File: config.mk
export PLATFORM = sky130hd
export DESIGN_NAME = spf_front_flat
export DESIGN_NICKNAME = d
export VERILOG_FILES = /design/src/hdl/spf_pkg.sv /design/src/hdl/spf_intf.sv /design/src/hdl/spf_front.sv /design/src/flat_wrapper.sv
export SDC_FILE = /design/constraint.sdc
export NUM_CORES = 1
export LEC_CHECK = 0
export ABC_AREA = 0
export BUFFER_PORTS_ARGS = -buffer_cell sky130_fd_sc_hd__buf_2
export CAP_MARGIN = 20
export CORE_ASPECT_RATIO = 1.2
export CORE_MARGIN = 5
export CORE_UTILIZATION = 44
export DETAILED_ROUTE_END_ITERATION = 10
export GPL_TIMING_DRIVEN = 0
export PLACE_DENSITY = 0.82
export SLEW_MARGIN = 20
export SYNTH_ARGS = -nofsm -noshare
export SYNTH_HDL_FRONTEND = slang
export SYNTH_SLANG_ARGS = --single-unit
File: constraint.sdc
create_clock -name clk -period 4.1 [get_ports clk]
set_clock_uncertainty 0.1 [all_clocks]
set_input_delay 0.615 -clock clk [delete_from_list [all_inputs] [get_ports clk]]
set_output_delay 0.615 -clock clk [all_outputs]
set_load 0.02 [all_outputs]
File: src/hdl/spf_pkg.sv
// ----------------------------------------------------------------------------
// spf_pkg
// shared sizes, codes and types of the stateful packet filter
// ----------------------------------------------------------------------------
package spf_pkg;

    // table sizes
    localparam int RULE_SLOTS    = 16;
    localparam int SESSION_SLOTS = 64;

    // fixed field widths
    localparam int RULE_INDEX_W = 4;
    localparam int RULE_COUNT_W = 5;
    localparam int REASON_W     = 3;

    // address and counter widths derived from the table sizes
    localparam int RA_W = (RULE_SLOTS > 1) ? $clog2(RULE_SLOTS) : 1;
    localparam int RC_W = $clog2(RULE_SLOTS + 1);
    localparam int SA_W = (SESSION_SLOTS > 1) ? $clog2(SESSION_SLOTS) : 1;
    localparam int SC_W = $clog2(SESSION_SLOTS + 1);

    // queue between front and back
    localparam int QUEUE_DEPTH = 2;
    localparam int QA_W        = (QUEUE_DEPTH > 1) ? $clog2(QUEUE_DEPTH) : 1;
    localparam int QC_W        = $clog2(QUEUE_DEPTH + 1);

    // item class
    typedef logic [1:0] op_t;
    localparam op_t OP_PACKET    = 2'd0;
    localparam op_t OP_RULE_WR   = 2'd1;
    localparam op_t OP_RULE_SKIP = 2'd2;

    // verdict reasons
    typedef logic [REASON_W-1:0] reason_t;
    localparam reason_t REASON_SESSION_HIT   = 3'd0;
    localparam reason_t REASON_RULE_PERMIT   = 3'd1;
    localparam reason_t REASON_RULE_DENY     = 3'd2;
    localparam reason_t REASON_NO_MATCH      = 3'd3;
    localparam reason_t REASON_RULE_WRITTEN  = 3'd4;

    typedef struct packed {
        logic [31:0] src_addr;
        logic [31:0] dst_addr;
        logic [15:0] sport;
        logic [15:0] dport;
    } flow_t;

    typedef struct packed {
        flow_t flow;
        logic  allow;
    } rule_t;

    typedef struct packed {
        op_t             op;
        flow_t           flow;
        logic [RA_W-1:0] rule_addr;
        logic            rule_allow;
    } item_t;

    typedef struct packed {
        logic    accept;
        reason_t reason;
        logic    session_full;
    } verdict_t;

    // handshake of the queue read side
    typedef struct packed {
        logic  valid;
        item_t item;
    } queue_head_t;

endpackage

File: src/hdl/spf_intf.sv
// ----------------------------------------------------------------------------
// spf channel interfaces
// packet/rule input channel and verdict output channel
// ----------------------------------------------------------------------------
interface spf_in_if;
    logic        valid;
    logic        ready;
    logic        command;
    logic [31:0] src_addr;
    logic [31:0] dst_addr;
    logic [15:0] sport;
    logic [15:0] dport;
    logic [3:0]  rule_index;
    logic        rule_allow;

    modport source (
        output valid, command, src_addr, dst_addr, sport, dport,
               rule_index, rule_allow,
        input  ready
    );
    modport sink (
        input  valid, command, src_addr, dst_addr, sport, dport,
               rule_index, rule_allow,
        output ready
    );
endinterface


File: src/hdl/spf_front.sv
// ----------------------------------------------------------------------------
// spf_front
// input stage: takes beats, classifies them and pushes them to the queue
// ----------------------------------------------------------------------------
module spf_front (
    input  logic            clk,
    input  logic            rst_n,
    spf_in_if.sink          pkt_in,
    output logic            push_valid,
    output spf_pkg::item_t  push_item,
    input  logic            push_ready
);
    import spf_pkg::*;

    localparam int IDX_EXT_W = (RA_W > RULE_INDEX_W) ? RA_W : RULE_INDEX_W;

    logic                 stage_valid_reg;
    logic                 stage_valid_next;
    item_t                stage_item_reg;
    item_t                item_next;
    logic                 beat_taken;
    logic [IDX_EXT_W-1:0] idx_ext;

    assign pkt_in.ready = !stage_valid_reg || push_ready;
    assign beat_taken   = pkt_in.valid && pkt_in.ready;
    assign idx_ext      = IDX_EXT_W'(pkt_in.rule_index);

    // classify the beat
    always_comb
    begin
        item_next.flow.src_addr = pkt_in.src_addr;
        item_next.flow.dst_addr = pkt_in.dst_addr;
        item_next.flow.sport    = pkt_in.sport;
        item_next.flow.dport    = pkt_in.dport;
        item_next.rule_addr     = idx_ext[RA_W-1:0];
        item_next.rule_allow    = pkt_in.rule_allow;
        if (!pkt_in.command)
        begin
            item_next.op = OP_PACKET;
        end
        else if (int'(pkt_in.rule_index) < RULE_SLOTS)
        begin
            item_next.op = OP_RULE_WR;
        end
        else
        begin
            item_next.op = OP_RULE_SKIP;
        end
    end

    assign stage_valid_next = beat_taken || (stage_valid_reg && !push_ready);

    always_ff @(posedge clk or negedge rst_n)
    begin
        if (!rst_n)
        begin
            stage_valid_reg <= 1'b0;
        end
        else
        begin
            stage_valid_reg <= stage_valid_next;
        end
    end

    always_ff @(posedge clk)
    begin
        if (beat_taken)
        begin
            stage_item_reg <= item_next;
        end
    end

    assign push_valid = stage_valid_reg;
    assign push_item  = stage_item_reg;

endmodule

File: src/flat_wrapper.sv
// flat-port wrapper written by rule: the top's interface ports become plain ports
module spf_front_flat import spf_pkg::*;
  (clk, rst_n, push_valid, push_item, push_ready, pkt_in_valid, pkt_in_command, pkt_in_src_addr, pkt_in_dst_addr, pkt_in_sport, pkt_in_dport, pkt_in_rule_index, pkt_in_rule_allow, pkt_in_ready);
  spf_in_if pkt_in_i ();
  input  logic clk;
  input  logic rst_n;
  output logic push_valid;
  output spf_pkg::item_t push_item;
  input  logic push_ready;
  input wire logic [$bits(pkt_in_i.valid)-1:0] pkt_in_valid;
  input wire logic [$bits(pkt_in_i.command)-1:0] pkt_in_command;
  input wire logic [$bits(pkt_in_i.src_addr)-1:0] pkt_in_src_addr;
  input wire logic [$bits(pkt_in_i.dst_addr)-1:0] pkt_in_dst_addr;
  input wire logic [$bits(pkt_in_i.sport)-1:0] pkt_in_sport;
  input wire logic [$bits(pkt_in_i.dport)-1:0] pkt_in_dport;
  input wire logic [$bits(pkt_in_i.rule_index)-1:0] pkt_in_rule_index;
  input wire logic [$bits(pkt_in_i.rule_allow)-1:0] pkt_in_rule_allow;
  output wire logic [$bits(pkt_in_i.ready)-1:0] pkt_in_ready;
  assign pkt_in_i.valid = pkt_in_valid;
  assign pkt_in_i.command = pkt_in_command;
  assign pkt_in_i.src_addr = pkt_in_src_addr;
  assign pkt_in_i.dst_addr = pkt_in_dst_addr;
  assign pkt_in_i.sport = pkt_in_sport;
  assign pkt_in_i.dport = pkt_in_dport;
  assign pkt_in_i.rule_index = pkt_in_rule_index;
  assign pkt_in_i.rule_allow = pkt_in_rule_allow;
  assign pkt_in_ready = pkt_in_i.ready;
  spf_front u_core (.clk(clk), .rst_n(rst_n), .pkt_in(pkt_in_i), .push_valid(push_valid), .push_item(push_item), .push_ready(push_ready));
endmodule
### After elaboration in Yosys (flattened, before gate mapping)

Index checks and enable logic that the tools add are counted.

* register bits: 104
* latch bits: 0
* memory bits (writable): 0
* memory bits (read-only): 0
* output and inout bits: 105
* word-level logic and storage cells: 15
* memories kept: 0

* $add $sub $neg: 0
* multipliers: 0
* div/mod/pow operators: 0
* $lt $le $gt $ge: 0
* equal/unequal tests: 0
* shifts and indexed selects: 0
* mux-type cells: 1
* bitwise logic cells: 0
* reductions and logical operators: 6

Operators by type and width (number)
* 1-bit logical AND: 2
* 1-bit zero test: 2
* 1-bit logical OR: 2
* 1-bit two-way mux: 1

### Longest topological paths before layout

Gate-level depths: netlist (run 1).

* word-level depth: 4
* depth in mapped cells: 2
* depth with buffers taken out: 2

### Worst setup path after synthesis (run 1)

No wires, ideal clock.

* path kind: in2reg
* from: input push_ready
* to: register u_core.stage_item_reg, in the netlist u_core.push_item[0], enable pin
* setup time: 0.390 ns
* arrival time: 1.572 ns
* setup slack: 2.039 ns
* stages: 2
* path through: nand2b_4 -> and2_4

* cells in the longest elaborated chain, start to end: 2

RTL lines
* start: declaration: RTL line flat_wrapper.sv:9 `input logic push_ready;`
* 1-bit logical OR: RTL line spf_front.sv:24 `assign pkt_in.ready = !stage_valid_reg || push_ready;`
* 1-bit logical AND: RTL line spf_front.sv:25 `assign beat_taken = pkt_in.valid && pkt_in.ready;`
* named net u_core.beat_taken: RTL line spf_front.sv:21 `logic beat_taken;`
* end signal: assignment: RTL line spf_front.sv:69 `stage_item_reg <= item_next;`
* end: declaration: RTL line spf_front.sv:19 `item_t stage_item_reg;`

The timed path passes the listed nets, and every way through them passes these cells.
A chain may end at the register's enable or synchronous reset.

### Worst setup path after layout (run 1)

* from: register u_core.stage_valid_reg, in the netlist u_core.push_valid
* to: register u_core.stage_item_reg, in the netlist u_core.push_item[92], enable pin

* cells in the longest elaborated chain, start to end: 3

RTL lines
* start: declaration: RTL line spf_front.sv:17 `logic stage_valid_reg;`
* start signal: assignment: RTL line spf_front.sv:61 `stage_valid_reg <= stage_valid_next;`
* 1-bit zero test: RTL line spf_front.sv:24
* 1-bit logical OR: RTL line spf_front.sv:24
* 1-bit logical AND: RTL line spf_front.sv:25
* named net u_core.beat_taken: RTL line spf_front.sv:21

The timed path passes the listed nets, and every way through them passes these cells.

==> results.cfg, run 1 <==
[grt]
gr-total-overflow = 0
grt_max_degree = 54
grt_pass1_vias = 1861
grt_first_pass_wirelength_um = 9760
grtUsageTotal_pct = 15.4
grt_antenna_before_repair = 3

[routing]
dr_total_vias = 1843
drt-wirelength-per-cell_um = 16.8
antenna_left = 0
drt-met1-wl_um = 2350
top_layer = met5
drc = 0
drt_iter0_markers = 93
wirelength_um = 7080
routed-wl-met3_um = 889
wl_met2_um = 3680
vias_per_cell = 4.38
drtPass1Iterations = 3

[sta]
timing.final.hold_violations = 0
drv_slew = 0
period_share_pct = 45.0
setup_viol = 0
fmax_mhz = 542
relSlewSlack_pct = 56.0
tightest_slew_ns = 0.660
fin_tns_setup_ns = 0
min_period_ns = 1.84
rsz0062_at_grt = no

[power]
p_per_area_nw_per_um2 = 452
p_leak_nw = 1.93
ir_drop_v = 0.000280

[die]
core_area_um2 = 6900
die_area_um2 = 8900
rows = 33
io_pins = 211
die_h_um = 102
start_util_pct = 45.4
chipWidth_um = 87.0

[cts]
postCtsSetupBuffers = 0
clk_latency_ns = 0.34
cts_buffers = 9
cts_sinks = 103
root_buffer = clkbuf_8
htreeDepth = 3
post_cts_resized = 0
cts_buffer_depth = 2
clk_pin_slew_ns = 0.09
cts_hold_buf = 1
cts_tree = done

[yosys]
syn_nets = 214
ys_ff_latch = 103
synth_top_area_share_pct = 97.9
yosysMostFrequentCell = edfxtp_1
yosysTopAreaCell = edfxtp_1
synth.area.top_cells = edfxtp_1 (98%), dfrtp_1 (0.80%), nand2b_4 (0.44%), and2_4 (0.28%), buf_4 (0.24%)
synth_ff_type = edfxtp_1
syn_avg_cell_area_um2 = 29.0
ys_seq_area_share_pct = 98.7
syn_inst = 108
syn_area_um2 = 3130
synth_edf_count = 102
yosys_warnings = 0
synthArstFlopShare_pct = 0.971
yosysUniqueCellTypes = 7

[cells_and_area]
multi_input_area_um2 = 32.5
n_fill_cell = 521
final_util_pct = 65.2
fin_nets = 436
area_growth_syn_to_layout_pct = 43.8
drive_above_1_share_pct = 67.9
seqCellArea_um2 = 3090

[flow_run]
maxCapViolCount = 0

[critical_path]
end_kind = register
path_cells = nand2b_4 > and2_4 > buf_16
critPathMaxFanout = 53
cp.depth = 3
crit_required_ns = 4.03
slowest_delay_ns = 0.57
cp.arrival_ns = 1.78
cp_top_family = simple AND/OR/NAND/NOR gates
rr_worst_depth = 3
critPathKind = register to register
worst-path-buf-inv = 1
critPathLaunchType = register
critPathSlowestCell = and2_4

[min_path]
hold_path.class = primary input to register
holdPathStages = 1

[placed_design]
io_buffers = 209
place_congestion = 0.714
dp_hpwl_um = 5530

[outcome]
status = finished, final reports clean
==> cells in the final DEF, fill, tap and decap left out, drive strengths merged <==
cell type    netlist  final
buf                1    211
edfxtp           102    102
clkbuf             0      9
clkinv             0      3
nand2b             2      2
diode              0      1
and2               1      1
conb               1      1
clkinvlp           0      1
bufinv             0      1
dlygate4sd3        0      1
dfrtp              1      1
==> cells by family (layout without fill, tap and decap cells) <==
family / count (synthesis) / count (layout) / share of synthesized area (%)
buffers and inverters: 1 / 226 / 0.240
other: 1 / 2 / 0.120
flip-flops: 103 / 103 / 98.7
AND/OR/NAND/NOR: 3 / 3 / 0.920
==> routing by layer <==
layer | track usage, % | up-vias
met3 | 7.82 | 14
met1 | 16.8 | 842
met4 | 7.19 | 4
met2 | 25.0 | 114
li1 | - | 869
met5 | 0 | -
==> flip-flops by register name, summed over array words and instances, names as in the netlist <==
register	cells
u_core.push_valid	1
u_core.push_item	102
==> worst paths after layout <==
| kind | from | to | slack [ns] |
|---|---|---|---|
| max reg2reg | u_core.push_valid | u_core.push_item[92] | 2.26 |
| min | pkt_in_src_addr[8] | u_core.push_item[77] | 0.34 |
| max in group asynchronous | rst_n | u_core.push_valid | 3.35 |
| min reg2reg | u_core.push_valid | u_core.push_valid | 0.46 |
| max | u_core.push_valid | u_core.push_item[92] | 2.26 |
| min in group asynchronous | rst_n | u_core.push_valid | 0.47 |
==> layout make-up <==
cell class	count	area share, %
timing repair buffer	211	24.1
sequential	103	68.7
multi-input combinational	4	0.723
buffer	1	0.167
clock inverter	5	1.14
antenna	1	0.0556
tap	87	2.42
clock buffer	9	2.75
==> stage by stage <==
step | worst slack [ns] | total power, mW | area, um2 | instances | hold WS [ns]
6_report | 2.26 | 2.03 | 4500 | 421 | 0.335
5_1_grt | 2.17 | 2.12 | 4500 | 421 | 0.301
4_1_cts | 2.25 | 2.06 | 4500 | 420 | 0.313
3_5_place_dp | 1.92 | 1.48 | 4310 | 405 | 0.294
3_3_place_gp | 1.82 | 1.46 | 4280 | 404 | 0.290
2_1_floorplan | 2.04 | 1.36 | 3130 | 108 | 0.219
==> power by group <==
part	total, mW	internal (mW)	switching (mW)	leakage [nW]
clock	0.584	0.272	0.312	0.0884
combinational	0.209	0.0768	0.132	0.862
sequential	1.24	1.23	0.0129	0.982
total	2.03	1.57	0.457	1.93
Power figures use the tool's default switching activity.
==> run 2, diff against run 1 <==
ABC_AREA = 1   (was 0)
CORE_UTILIZATION = 41   (was 44)
PLACE_DENSITY = 0.77   (was 0.82)
clock period = 1.8 ns   (was 4.1 ns; I/O delays follow)
==> results.cfg, run 2 <==
[yosys]
synth-xor-area-share_pct = 0
syn_nets = 216
synthMuxAreaShare_pct = 0
yosysMostFrequentCell = edfxtp_1
yosysUniqueCellTypes = 7
synth_edf_count = 102
syn_area_um2 = 3120
yosysTopAreaCell = edfxtp_1
synth_top_area_share_pct = 98.2
syn_avg_cell_area_um2 = 28.4
synth.area.top_cells = edfxtp_1 (98%), dfrtp_1 (0.80%), buf_4 (0.24%), inv_1 (0.24%), nand2_1 (0.24%)
syn_inst = 110
synth_ff_type = edfxtp_1
synth_compound_area_share_pct = 0.160
yosys.area_share.simple_pct = 0.241
synth_top_family_by_area = buffers and inverters
ys_seq_area_share_pct = 99.0
yosys_warnings = 0
synthArstFlopShare_pct = 0.971
synthAdderAreaFrac_pct = 0
ys_ff_latch = 103
synthTopCellsByCount = edfxtp_1 (102), inv_1 (2), nand2_1 (2)

[die]
rows = 34
start_util_pct = 42.6
die_h_um = 106
chipWidth_um = 89.6
io_pins = 211

[cts]
cts_sinks = 103
cts_buffer_depth = 2
post_cts_resized = 0
cts_buffers = 9
root_buffer = clkbuf_8
cts_hold_buf = 101
postCtsSetupBuffers = 1
htreeDepth = 3

[placed_design]
io_buffers = 209
place_congestion = 0.770
dp_cells = 414
dp_hpwl_um = 6040

[outcome]
status = did not finish
haltStage = 4_1_cts
first-error = [ERROR RSZ-0060] Max buffer count reached.
## run 2: changes by cell type after synthesis
cell / before / now
nand2_1: 0 / 2
a21oi_1: 0 / 1
nand2b_4: 1 / 0
and2_4: 1 / 0
inv_1: 0 / 2
nand2b_1: 1 / 0
## run 2: metrics by stage
step / TNS, ns / cell area [um2] / util (%) / setup slack [ns]
global placement: -140.07 / 4290 / 58.6 / -1.38
detailed placement: -4.48 / 4420 / 60.3 / -0.229
floorplan: -95.32 / 3130 / - / -0.935
## run 2: cell families after synthesis
| logic type | count (synthesis) |
|---|---|
| DFF | 103 |
| buffers and inverters | 3 |
| and+or+nand+nor | 2 |
| AOI/OAI and AO/OA | 1 |
| other | 1 |
==> run 3, diff against run 2 <==
CORE_ASPECT_RATIO = default   (was 1.2)
CORE_UTILIZATION = 29   (was 41)
PLACE_DENSITY = default   (was 0.77)
PLACE_DENSITY_LB_ADDON = 0.15   (was default)
==> results.cfg, run 3 <==
[die]
chipWidth_um = 114
die_h_um = 114
start_util_pct = 29.9
io_pins = 211
rows = 37

[yosys]
synth_top_area_share_pct = 98.2
ys_seq_area_share_pct = 99.0
syn_nets = 216
yosys_warnings = 0
synthTopCellsByCount = edfxtp_1 (102), inv_1 (2), nand2_1 (2)
syn_area_um2 = 3120
ys_ff_latch = 103
synth_edf_count = 102
yosysUniqueCellTypes = 7
synthArstFlopShare_pct = 0.971
synth_ff_type = edfxtp_1
yosysMostFrequentCell = edfxtp_1
yosysTopAreaCell = edfxtp_1
syn_avg_cell_area_um2 = 28.4
syn_inst = 110
synth.area.top_cells = edfxtp_1 (98%), dfrtp_1 (0.80%), buf_4 (0.24%), inv_1 (0.24%), nand2_1 (0.24%)

[cts]
cts_buffers = 9
root_buffer = clkbuf_8
htreeDepth = 3
cts_buffer_depth = 2
cts_hold_buf = 101
postCtsSetupBuffers = 3
post_cts_resized = 0
cts_sinks = 103

[placed_design]
io_buffers = 209
place_congestion = 0.718
dp_hpwl_um = 5880
placed_area_um2 = 4460

[outcome]
first-error = [ERROR RSZ-0060] Max buffer count reached.
status = did not finish
haltStage = 4_1_cts
## run 3: cell counts after synthesis
Identical to the previous run, type by type.
## run 3: cells by family after synthesis
kind of cell | count (synthesis) | synth area share [%]
flip-flops | 103 | 99.0
buffers and inverters | 3 | 0.482
AND/OR/NAND/NOR | 2 | 0.241
AO/OA/AOI/OAI | 1 | 0.160
other | 1 | 0.120
## run 3: stage by stage
step | cells | hold slack [ns] | TNS, ns | setup WS (ns)
floorplan | 110 | -0.126 | -95.32 | -0.935
global placement | 455 | -0.0542 | -158.00 | -1.56
detailed placement | 459 | -0.0550 | -6.05 | -0.127
