### config.mk
export PLATFORM = sky130hd
export DESIGN_NAME = spf_queue
export DESIGN_NICKNAME = d
export VERILOG_FILES = /design/src/hdl/spf_pkg.sv /design/src/hdl/spf_queue.sv
export SDC_FILE = /design/constraint.sdc
export NUM_CORES = 1
export LEC_CHECK = 0
export BUFFER_PORTS_ARGS = -buffer_cell sky130_fd_sc_hd__buf_2
export CORE_MARGIN = 2
export CORE_UTILIZATION = 50
export CTS_BUF_LIST = sky130_fd_sc_hd__clkbuf_2
export DETAILED_ROUTE_END_ITERATION = 7
export PLACE_DENSITY_LB_ADDON = 0.25
export SETUP_SLACK_MARGIN = 0.05
export SLEW_MARGIN = 20
export SYNTH_ARGS = -nofsm -noshare
export SYNTH_HDL_FRONTEND = slang
export SYNTH_SLANG_ARGS = --single-unit
### constraint.sdc
create_clock -name clk -period 12 [get_ports clk]
set_input_delay 0.6 -clock clk [delete_from_list [all_inputs] [get_ports clk]]
set_output_delay 0.6 -clock clk [all_outputs]
set_load 0.05 [all_outputs]
### src/hdl/spf_pkg.sv
// ----------------------------------------------------------------------------
// spf_pkg
// shared sizes, codes and types of the stateful packet filter
// ----------------------------------------------------------------------------
package spf_pkg;

    // table sizes
    localparam int RULE_SLOTS    = 16;
    localparam int SESSION_SLOTS = 64;

    // fixed field widths
    localparam int RULE_INDEX_W = 4;
    localparam int RULE_COUNT_W = 5;
    localparam int REASON_W     = 3;

    // address and counter widths derived from the table sizes
    localparam int RA_W = (RULE_SLOTS > 1) ? $clog2(RULE_SLOTS) : 1;
    localparam int RC_W = $clog2(RULE_SLOTS + 1);
    localparam int SA_W = (SESSION_SLOTS > 1) ? $clog2(SESSION_SLOTS) : 1;
    localparam int SC_W = $clog2(SESSION_SLOTS + 1);

    // queue between front and back
    localparam int QUEUE_DEPTH = 2;
    localparam int QA_W        = (QUEUE_DEPTH > 1) ? $clog2(QUEUE_DEPTH) : 1;
    localparam int QC_W        = $clog2(QUEUE_DEPTH + 1);

    // item class
    typedef logic [1:0] op_t;
    localparam op_t OP_PACKET    = 2'd0;
    localparam op_t OP_RULE_WR   = 2'd1;
    localparam op_t OP_RULE_SKIP = 2'd2;

    // verdict reasons
    typedef logic [REASON_W-1:0] reason_t;
    localparam reason_t REASON_SESSION_HIT   = 3'd0;
    localparam reason_t REASON_RULE_PERMIT   = 3'd1;
    localparam reason_t REASON_RULE_DENY     = 3'd2;
    localparam reason_t REASON_NO_MATCH      = 3'd3;
    localparam reason_t REASON_RULE_WRITTEN  = 3'd4;

    typedef struct packed {
        logic [31:0] src_addr;
        logic [31:0] dst_addr;
        logic [15:0] sport;
        logic [15:0] dport;
    } flow_t;

    typedef struct packed {
        flow_t flow;
        logic  allow;
    } rule_t;

    typedef struct packed {
        op_t             op;
        flow_t           flow;
        logic [RA_W-1:0] rule_addr;
        logic            rule_allow;
    } item_t;

    typedef struct packed {
        logic    accept;
        reason_t reason;
        logic    session_full;
    } verdict_t;

    // handshake of the queue read side
    typedef struct packed {
        logic  valid;
        item_t item;
    } queue_head_t;

endpackage

### src/hdl/spf_queue.sv
// ----------------------------------------------------------------------------
// spf_queue
// short fifo of classified items between front and back
// ----------------------------------------------------------------------------
module spf_queue (
    input  logic                   clk,
    input  logic                   rst_n,
    input  logic                   push_valid,
    input  spf_pkg::item_t         push_item,
    output logic                   push_ready,
    output spf_pkg::queue_head_t   head,
    input  logic                   pop
);
    import spf_pkg::*;

    item_t            entries_reg [QUEUE_DEPTH];
    logic [QA_W-1:0]  wr_ptr_reg, wr_ptr_next;
    logic [QA_W-1:0]  rd_ptr_reg, rd_ptr_next;
    logic [QC_W-1:0]  count_reg, count_next;
    logic             do_push;
    logic             do_pop;

    assign push_ready = (count_reg != QC_W'(QUEUE_DEPTH));
    assign do_push    = push_valid && push_ready;
    assign do_pop     = pop && (count_reg != '0);

    assign head.valid = (count_reg != '0);
    assign head.item  = entries_reg[rd_ptr_reg];

    always_comb
    begin
        wr_ptr_next = wr_ptr_reg;
        rd_ptr_next = rd_ptr_reg;
        count_next  = count_reg;
        if (do_push)
        begin
            wr_ptr_next = (wr_ptr_reg == QA_W'(QUEUE_DEPTH - 1)) ? '0 : wr_ptr_reg + 1'b1;
        end
        if (do_pop)
        begin
            rd_ptr_next = (rd_ptr_reg == QA_W'(QUEUE_DEPTH - 1)) ? '0 : rd_ptr_reg + 1'b1;
        end
        if (do_push && !do_pop)
        begin
            count_next = count_reg + 1'b1;
        end
        else if (!do_push && do_pop)
        begin
            count_next = count_reg - 1'b1;
        end
    end

    always_ff @(posedge clk or negedge rst_n)
    begin
        if (!rst_n)
        begin
            wr_ptr_reg <= '0;
            rd_ptr_reg <= '0;
            count_reg  <= '0;
        end
        else
        begin
            wr_ptr_reg <= wr_ptr_next;
            rd_ptr_reg <= rd_ptr_next;
            count_reg  <= count_next;
        end
    end

    always_ff @(posedge clk)
    begin
        if (do_push)
        begin
            entries_reg[wr_ptr_reg] <= push_item;
        end
    end

endmodule

---- Yosys cells after proc, flatten, opt, wreduce, memory -nomap -nowiden ----
Memories as Yosys holds them, arrays and structs flattened.
Cells that the tools add are included.
cells by class
  reductions and logical operators ........ 8
  eq/ne operators ......................... 1
  add/sub/neg operators ................... 4
  muxes and demuxes ....................... 6
operators with widths
  operator               count
  $logic_and A1 B1 Y1    4
  $mux W1                4
  $mux W2                2
  $reduce_bool A2 Y1     2
  $add A1 B1 Y1 const B  2
  $add A2 B1 Y2 const B  1
  $logic_not A1 Y1       2
  $ne A2 B2 Y1 const B   1
  $sub A2 B1 Y2 const B  1
word-level totals
  memories kept ........................... 1
  output and inout port bits .............. 105
  bits in writable memories ............... 206
  input port bits ......................... 107
  register bits after elaboration ......... 4
  word-level logic and storage cells ...... 23
memories
  memory       words  width  rd ports  clocked after Yosys merged registers in  wr ports  line             text
  entries_reg  2      103    1         0                                        1         spf_queue.sv:16  item_t entries_reg [QUEUE_DEPTH];

---- Logic depth before layout (Yosys ltp) ----
Gate-level depths: netlist of run 1.
  depth after elaboration ................. 6
  mapped depth ............................ 7
  gate-level depth less buffers ........... 7

---- Least setup slack after synthesis of run 1 ----
OpenSTA, ideal clock, no wires.
  path kind ............................... reg-to-reg
  start ................................... reg count_reg[0]
  end ..................................... mem entries_reg[0][0] (netlist bit), enable pin
  required time ........................... 11.434 ns
  path buffers ............................ 0
  setup slack ............................. 6.077 ns
  arrival ................................. 5.357 ns
  cell stages (with the launch flop) ...... 4
  cell sequence ........................... dfrtp_1 nand2b_1 nand2_1 nor2_1
between the ends
  word-level cells in the longest chain between the ends .. 4
ends and longest elaborated chain
  item                           line             text
  start: declaration             spf_queue.sv:19  logic [QC_W-1:0] count_reg, count_next;
  start signal: assignment       spf_queue.sv:65  count_reg <= count_next;
  $ne A2 B2 Y1                   spf_queue.sv:23  assign push_ready = (count_reg != QC_W'(QUEUE_DEPTH));
  named net push_ready           spf_queue.sv:10  output logic push_ready,
  $logic_and A1 B1 Y1            spf_queue.sv:24  assign do_push = push_valid && push_ready;
  $mux W1                        spf_queue.sv:71  if (do_push)
  $mux W1 (not written as such)  spf_queue.sv:73  entries_reg[wr_ptr_reg] <= push_item;
  end: declaration               spf_queue.sv:16
The timed path passes the listed nets, and every way through them passes these cells.

==> impl_metrics.toml, run 1 <==
[run_status]
status = "finished clean"

[worst_hold_path]
worstHoldPathType = "in -> reg"

[setup_path]
r2r_slack_ns = 9.49
slowest_stage = "dfrtp_4"
cp_data_required_time_ns = 11.40
cp_max_fo = 53
crit_chain = "buf_4 -> mux2_2 -> buf_2"
critical_path_class = "reg -> out"
crit_buf_inv = 2
endpoint_kind = "primary output"
start_kind = "flip-flop"
slowest_delay_ns = 0.95
crit_arrival_ns = 3.16
cpLargestDelayFamily = "buffers and inverters"

[clocking]
cts_root_buffer = "clkbuf_2"
cts_buffers = 50
cts_max_level = 2
cts_sinks = 210
clk-insertion-delay-late_ns = 0.74
cts_tree = "built"
path_clk_slew_ns = 0.08
cts_buffer_depth = 3

[timing]
post-route-min-period_ns = 3.76
layout_setup_ws_ns = 8.24
tightest_slew_ns = 0.918
max_freq_mhz = 266
rsz0062_at_grt = "no"
period_share_pct = 31.3
hold_ws_ns = 0.179
setup_viol = 0
fin_tns_setup_ns = 0
drv_slew = 0
slew_headroom_pct = 38.8
clock_skew_ns = 0.0259
hold_viol_final = 0

[floorplanning]
die_w_um = 130
coreArea_sq_um = 15300
die_area_sq_um = 16800
dieHeight_um = 130
io_pins = 212
rows = 45
initial_utilization_pct = 51.4

[logic_synthesis]
ys_types = 16
synth_seq_area_share_pct = 79.8
synth.avg_cell_area_sq_um = 23.2
syn_nets = 447
synth_area_sq_um = 7880
synth-seq-cells = 210
synthCells = 339
yosysWarnings = 0

[route]
detail-route-antenna-nets = 0
drt_iter0_markers = 153
dr.pass1.iters = 4
avgRoutedWirePerCell_um = 16.3
wirelength_um = 15400
drc = 0
avgViaCountPerCell = 4.75
vias = 4492

[power]
seq_power_share_pct = 39.7
p_leak_nw = 4.29
switchingPower_w = 0.00118
clock_power_share_pct = 15.6
power_density_nw_per_um2 = 257
peakVddDrop_mv = 0.218
intPower_w = 0.00155
p_comb_share_pct = 44.7
swShare_pct = 43.1

[global_routing]
antenna_found_initial = 0
overflow = 0
grt_first_pass_wirelength_um = 23100
grt_max_degree = 58
track_usage_pct = 18.2
grt_pass1_vias = 4861

[final_layout]
design_area_sq_um = 10600
final_nets = 806
synthToLayoutAreaGrowth_pct = 34.5
layout-drive-gt1-share_pct = 54.4
postLayoutCoreUtil_pct = 69.2
largest_register_ffs = 206
diodes = 0

[placed_design]
place.gp.congestion = 0.740
placed_area_sq_um = 9130
post-dp-hpwl_um = 8870
pre_cts_ws_ns = 8.91
io_buffers = 211

[flow_run]
maxCapViolations = 0
[cell usage after synthesis, drive strengths merged]
cell | number | share of area [%]
edfxtp | 206 | 79
mux2 | 103 | 18
buf | 12 | 1.4
dfrtp | 4 | 1.3
xnor2 | 3 | 0.33
nand2 | 2 | 0.095
nor2 | 2 | 0.095
xor2 | 2 | 0.22
and3 | 1 | 0.079
ha | 1 | 0.16
inv | 1 | 0.048
nand2b | 1 | 0.079
or2 | 1 | 0.079
[repair_timing]
item | in CTS | in global routing
setup endpoints to repair | 0 | 0
hold buffers | 104 | 0
setup buffers | 0 | 0
hold endpoints to repair | 210 | 0
resized for setup | 0 | 0
[logic make-up (layout without fill, tap and decap cells)]
logic type,count (synthesis),in the layout,synth area share (%)
and+or+nand+nor,7,7,0.429
muxes,103,103,17.6
adders and majority gates,1,1,0.159
xor gates and xnor gates,5,5,0.556
buffers and inverters,13,408,1.49
DFF,210,210,79.8
[power groups by stage]
stage	clock network, W	logic (W)	registers (W)
after floorplan	0	0.00103	0.00107
after global placement	0	0.00119	0.00109
after detailed placement	0	0.00120	0.00110
after CTS	0.000442	0.00123	0.00108
after global routing	0.000480	0.00128	0.00110
final	0.000424	0.00122	0.00108
[cells in the final DEF, fill, tap and decap left out, drive strengths merged]
master	Yosys	routed
and3	1	1
xor2	2	2
dfrtp	4	4
nor2	2	2
edfxtp	206	206
nand2b	1	1
clkbuf	0	75
nand2	2	2
buf	12	215
clkinv	0	13
ha	1	1
mux2	103	103
xnor2	3	3
dlygate4sd3	0	104
inv	1	1
or2	1	1
[layout make-up]
type	count	area, sq um
Sequential cell	210	6290
Fill cell	1053	4720
Timing Repair Buffer	319	2130
Multi-Input combinational cell	116	1490
Clock buffer	75	375
Tap cell	211	264
Clock inverter	13	51.3
Inverter	1	3.75
[final timing paths]
check / from / to / cells after the start
max: rd_ptr_reg$_DFFE_PN0P_ / head[75] / 3
max in group asynchronous: rst_n / rd_ptr_reg$_DFFE_PN0P_ / 2
min: pop / rd_ptr_reg$_DFFE_PN0P_ / 3
min in group asynchronous: rst_n / wr_ptr_reg$_DFFE_PN0P_ / 2
min reg2reg: count_reg[1]$_DFFE_PN0P_ / count_reg[1]$_DFFE_PN0P_ / 1
max reg2reg: count_reg[0]$_DFFE_PN0P_ / entries_reg[0][4]$_DFFE_PP_ / 5
[layer usage]
metal | track usage (%) | wire length [um] | vias up
li1 | - | - | 2090
met1 | 19.5 | 5780 | 2176
met2 | 31.1 | 7710 | 205
met3 | 8.63 | 1650 | 21
met4 | 7.27 | 248 | 0
met5 | 0 | 0 | -
[worst register-to-register path: stages (launching register included)]
cell and delay [ns]:
dfrtp_1 0.42, nand2b_1 0.16, nand2_1 0.14, nor2_4 0.10, buf_4 0.51, buf_4 0.76
[metrics by stage]
stage | power, W | cells
3_3_place_gp | 0.00228 | 753
3_5_place_dp | 0.00230 | 753
6_report | 0.00272 | 945
4_1_cts | 0.00275 | 945
2_1_floorplan | 0.00210 | 339
5_1_grt | 0.00286 | 945
Power figures use the tool's default switching activity.
==> run 2: changes to the inputs <==
--- a/config.mk
+++ b/config.mk
@@ -7,7 +7,7 @@
 export LEC_CHECK = 0
 export BUFFER_PORTS_ARGS = -buffer_cell sky130_fd_sc_hd__buf_2
 export CORE_MARGIN = 2
-export CORE_UTILIZATION = 50
+export CORE_UTILIZATION = 49
 export CTS_BUF_LIST = sky130_fd_sc_hd__clkbuf_2
 export DETAILED_ROUTE_END_ITERATION = 7
 export PLACE_DENSITY_LB_ADDON = 0.25
==> constraint.sdc (replaced) <==
create_clock -name clk -period 3.35 [get_ports clk]
set_input_delay 0.1675 -clock clk [delete_from_list [all_inputs] [get_ports clk]]
set_output_delay 0.1675 -clock clk [all_outputs]
set_load 0.05 [all_outputs]
==> impl_metrics.toml, run 2 (synthesis results as in run 1) <==
[floorplanning]
dieHeight_um = 131
die_w_um = 131
io_pins = 212
coreArea_sq_um = 15800
die_area_sq_um = 17100
initial_utilization_pct = 49.8
rows = 46

[run_status]
status = "finished clean"

[flow_run]
maxCapViolations = 0

[setup_path]
slowest_stage = "buf_4"
endpoint_kind = "primary output"
cp_max_fo = 36
r2r_start = "count_reg[0]$_DFFE_PN0P_"
crit_arrival_ns = 2.34
slowest_delay_ns = 0.52
crit_chain = "buf_4 -> mux2_2 -> buf_2"
cp_data_required_time_ns = 3.18
crit_buf_inv = 2
start_kind = "flip-flop"
cpLargestDelayFamily = "buffers and inverters"
critical_path_class = "reg -> out"
startpoint = "rd_ptr_reg$_DFFE_PN0P_"

[global_routing]
overflow = 0
grt_first_pass_wirelength_um = 23600
grt_pass1_vias = 4893
antenna_found_initial = 0
track_usage_pct = 18.1
grt_max_degree = 80

[final_layout]
final_nets = 811
diodes = 0
multiInputGateArea_sq_um = 1490
fillers = 1102
synthToLayoutAreaGrowth_pct = 35.6
final_common_cell = "buf_2"
layout-drive-gt1-share_pct = 55.0
ff_latch_area_sq_um = 6290
final_cell_mix = "buf_2 (211), edfxtp_1 (206), dlygate4sd3_1 (107)"
largest_register_ffs = 206

[timing]
clock_skew_ns = 0.0255
tightest_slew_ns = 0.804
hold_viol_final = 0
period_share_pct = 75.0
drv_slew = 0
fin_tns_setup_ns = 0
setup_viol = 0
layout_setup_ws_ns = 0.838
post-route-min-period_ns = 2.51
rsz0062_at_grt = "no"
slew_headroom_pct = 46.4
max_freq_mhz = 398

[route]
detail-route-antenna-nets = 0
dr.pass1.iters = 4
avgViaCountPerCell = 4.73
drc = 0
vias = 4525
wirelength_um = 15900
drt_iter0_markers = 215
avgRoutedWirePerCell_um = 16.7

[power]
p_leak_nw = 4.34
peakVddDrop_mv = 0.658
power_density_nw_per_um2 = 925

[clocking]
cts_buffer_depth = 3
cts_tree = "built"
cts_buffers = 51
cts_max_level = 2
path_clk_slew_ns = 0.11
cts_sinks = 210
clk-insertion-delay-late_ns = 0.75
cts_resized = 0
cts_root_buffer = "clkbuf_2"

[placed_design]
pre_cts_ws_ns = 1.46
post-dp-hpwl_um = 9050
place.gp.congestion = 0.703
io_buffers = 211

[worst_hold_path]
min_from = "push_item[31]"
worstHoldPathType = "in -> reg"
-- run 2: cell count changes in the layout (fill, tap and decap cells not counted) --
cell,change
clkinv_2,-2
clkbuf_2,+6
buf_12,+2
dlygate4sd3_1,+3
buf_4,-1
clkinv_1,-5
inv_2,+3
-- run 2: worst register-to-register path: cells and delay by family, from the launching register on --
family	cells	cell delay [ns]
buf+inv	1	0.63
flops	1	0.41
simple gates	3	0.44
-- run 2: worst paths after layout --
kind                       depth (start not counted)  slack [ns]                            to
setup / recovery                                   3        0.84                      head[87]
hold / removal                                     2        0.14  entries_reg[0][31]$_DFFE_PP_
setup reg to reg                                   4        1.44  entries_reg[0][50]$_DFFE_PP_
hold reg to reg                                    1        0.51      count_reg[1]$_DFFE_PN0P_
max in group asynchronous                          3        2.79        rd_ptr_reg$_DFFE_PN0P_
min in group asynchronous                          3        0.36        rd_ptr_reg$_DFFE_PN0P_
-- run 2: per-layer routing --
layer,global-route usage [%],share of wire [%],up-vias
met4,6.95,2.1,0
met1,20.7,40,2188
li1,-,-,2107
met5,0,0,-
met2,31.3,50,198
met3,6.64,8.0,32
-- run 2: repair_timing --
item                                   4_1_cts  5_1_grt
setup buffers                                0        0
hold buffers                               107        0
endpoints found under the hold margin      238        0
-- run 2: final cells by class --
cell class	count	area share (%)
tap	216	2.53
multi-input combinational	116	13.9
sequential	210	58.9
clock buffer	81	3.80
inverter	1	0.0351
clock inverter	9	0.316
timing repair buffer	323	20.5
-- run 2: through the flow --
stage	area (sq um)	utilization, %	hold slack, ns	total power [W]	std cells
after floorplan	7890	-	-0.128	0.00746	339
after global placement	9170	57.9	-0.0217	0.00822	759
after detailed placement	9170	57.9	-0.0176	0.00829	759
after CTS	10700	67.5	0.0341	0.00996	956
after global routing	10700	67.5	0.0199	0.0104	956
final	10700	67.5	0.139	0.00987	956
-- run 2: where the power goes --
part	leakage [nW]	total [W]	switching, W	internal, W
logic	2.02	0.00456	0.00317	0.00139
registers	1.96	0.00374	0.000151	0.00359
clock network	0.359	0.00157	0.000940	0.000630
total	4.34	0.00987	0.00426	0.00562
==> run 3: changes to the inputs <==
--- a/config.mk
+++ b/config.mk
@@ -5,6 +5,7 @@
 export SDC_FILE = /design/constraint.sdc
 export NUM_CORES = 1
 export LEC_CHECK = 0
+export ABC_AREA = 1
 export BUFFER_PORTS_ARGS = -buffer_cell sky130_fd_sc_hd__buf_2
 export CORE_MARGIN = 2
 export CORE_UTILIZATION = 49
==> constraint.sdc (replaced) <==
create_clock -name clk -period 2.3 [get_ports clk]
set_input_delay 0.115 -clock clk [delete_from_list [all_inputs] [get_ports clk]]
set_output_delay 0.115 -clock clk [all_outputs]
set_load 0.05 [all_outputs]
==> impl_metrics.toml, run 3 <==
[logic_synthesis]
synthAdderAreaFrac_pct = 0.162
synthMuxAreaShare_pct = 0
synth-seq-cells = 210
synth_top_family_by_area = "simple AND/OR/NAND/NOR gates"
async_flop_share_pct = 1.90
synth_seq_area_share_pct = 81.3
yosys.area_share.simple_pct = 15.8
synth-compound-area-share_pct = 0
syn_nets = 675
synth_top_cell_area_share_pct = 80.0
ys_top_cells_by_area = "edfxtp_1 (80%), nand2_1 (15%), dfrtp_1 (1.3%)"
synthCells = 567
ys_types = 13
yosysMostFrequentCell = "nand2_1"
synth_edf_count = 206
ys.flop_type = "edfxtp_1"
synth_area_sq_um = 7730
synthXorXnorAreaFrac_pct = 0.227
yosysTopAreaCell = "edfxtp_1"
yosys-top-cells-count = "nand2_1 (319), edfxtp_1 (206), buf_2 (15), buf_6 (8), inv_1 (6)"
synth.avg_cell_area_sq_um = 13.6
yosysWarnings = 0

[clocking]
cts_buffer_depth = 3
cts_max_level = 2
cts_sinks = 210
cts_tree = "built"
clk-insertion-delay-late_ns = 0.75
cts_root_buffer = "clkbuf_2"
path_clk_slew_ns = 0.12
cts_buffers = 50

[global_routing]
grt_max_degree = 104
antenna_found_initial = 1
grt_first_pass_wirelength_um = 27900
track_usage_pct = 21.8
grt_pass1_vias = 5911
overflow = 0

[route]
met2WireLength_um = 9920
dr.pass1.iters = 5
wirelength_um = 19100
drt_iter0_markers = 315
wl_met1_um = 7370
top_layer = "met4"
vias = 5610
wl_met3_um = 1370
avgRoutedWirePerCell_um = 16.2
avgViaCountPerCell = 4.78
detail-route-antenna-nets = 0
drc = 0

[setup_path]
critical_path_class = "reg -> out"
slowest_delay_ns = 0.54
crit_buf_inv = 2
cpLargestDelayFamily = "buffers and inverters"
crit_arrival_ns = 2.02
start_kind = "flip-flop"
cp_data_required_time_ns = 2.18
cpMostUsedCell = "nand2_1"
slowest_stage = "dfrtp_4"
crit_chain = "buf_16 -> nand2_1 -> nand2_1 -> buf_2"
endpoint_kind = "primary output"
cp_max_fo = 52

[final_layout]
final_nets = 1035
largest_register_ffs = 206
fillers = 1049
postLayoutCoreUtil_pct = 71.2
finalNonFillerCells = 1174
final_cell_mix = "nand2_1 (317), edfxtp_1 (206), buf_2 (135)"
layout-drive-gt1-share_pct = 32.4
final_common_cell = "nand2_1"
synthToLayoutAreaGrowth_pct = 41.1
multiInputGateArea_sq_um = 1300
ff_latch_area_sq_um = 6290

[floorplanning]
dieHeight_um = 130
initial_utilization_pct = 50.5
coreArea_sq_um = 15300
rows = 45
io_pins = 212
die_w_um = 130
die_area_sq_um = 16800

[timing]
drv_slew = 0
tightest_slew_ns = 0.595
max_freq_mhz = 468
hold_ws_ns = 0.0905
hold_viol_final = 0
post-route-min-period_ns = 2.13
period_share_pct = 92.8
clock_skew_ns = 0.0235
rsz0062_at_grt = "yes"
slew_headroom_pct = 60.3
setup_viol = 0

[power]
clock_power_share_pct = 14.5
p_leak_nw = 4.79
power_density_nw_per_um2 = 1450
peakVddDrop_mv = 0.881
p_comb_share_pct = 50.7
intPower_w = 0.00824
swShare_pct = 47.8
seq_power_share_pct = 34.8
switchingPower_w = 0.00754

[worst_hold_path]
worstHoldPathType = "in -> reg"

[placed_design]
post-dp-hpwl_um = 9530
place_inst = 971
io_buffers = 211
place.gp.congestion = 0.768

[flow_run]
maxCapViolations = 0

[run_status]
status = "finished clean"
run 3: worst register-to-register path, stage by stage (launching register included):
cell     delay, ns
dfrtp_1       0.41
inv_2         0.09
nand2_8       0.09
nand2_8       0.07
nor2_4        0.12
buf_12        0.46
run 3: what timing repair did:
action / CTS / global route
resized for setup: 74 / 16
gates cloned: 2 / 3
setup buffers: 0 / 3
endpoints found under the hold margin: 214 / 0
hold buffers: 107 / 0
endpoints found under the setup margin: 90 / 88
run 3: per-stage QoR:
| step | power [W] | setup WS (ns) | TNS, ns | cell area [sq um] |
|---|---|---|---|---|
| 6_report | 0.0158 | 0.165 | 0 | 10900 |
| 5_1_grt | 0.0166 | 0.0142 | 0 | 10900 |
| 4_1_cts | 0.0155 | -0.00462 | -0.0164 | 10800 |
| 3_5_place_dp | 0.0125 | 0.584 | 0 | 9020 |
| 3_3_place_gp | 0.0124 | 0.626 | 0 | 9020 |
| 2_1_floorplan | 0.0109 | -0.314 | -62.65 | 7780 |
run 3: power groups by stage:
stage / Combinational (W) / Clock [W] / Sequential, W
floorplan: 0.00542 / 0 / 0.00550
global route: 0.00845 / 0.00254 / 0.00557
global placement: 0.00689 / 0 / 0.00551
detailed placement: 0.00696 / 0 / 0.00555
finish: 0.00799 / 0.00229 / 0.00550
CTS: 0.00773 / 0.00232 / 0.00548
run 3: cells by family after synthesis:
| family | count (synthesis) |
|---|---|
| AND/OR/NAND/NOR | 324 |
| adder cells (fa/ha/maj) | 1 |
| XOR/XNOR | 2 |
| buffers and inverters | 30 |
| flip-flops | 210 |
run 3: layout make-up:
cell class | count | area share [%]
diodes | 1 | 0.0229
clock buffers | 79 | 3.63
clock inverters | 8 | 0.298
inverters | 7 | 0.356
multi-input cells | 327 | 11.9
flip-flops and latches | 210 | 57.7
well taps | 211 | 2.42
repair buffers | 330 | 23.6
repair inverters | 1 | 0.0803
run 3: worst paths after layout:
path / to / from / slack [ns] / depth (start not counted)
min in group asynchronous: rd_ptr_reg$_DFFE_PN0P_ / rst_n / 0.29 / 3
worst max-delay path: head[36] / rd_ptr_reg$_DFFE_PN0P_ / 0.17 / 4
worst min register to register: count_reg[0]$_DFFE_PN0P_ / count_reg[0]$_DFFE_PN0P_ / 0.53 / 1
worst min-delay path: entries_reg[1][3]$_DFFE_PP_ / push_item[3] / 0.09 / 2
max in group asynchronous: rd_ptr_reg$_DFFE_PN0P_ / rst_n / 1.80 / 3
worst max register to register: entries_reg[0][78]$_DFFE_PP_ / count_reg[0]$_DFFE_PN0P_ / 0.65 / 5
run 3: per-layer routing:
metal	GRT usage, %	up-vias
met1	23.4	2669
met4	9.55	0
met5	0	-
met2	39.5	237
met3	6.77	36
li1	-	2668
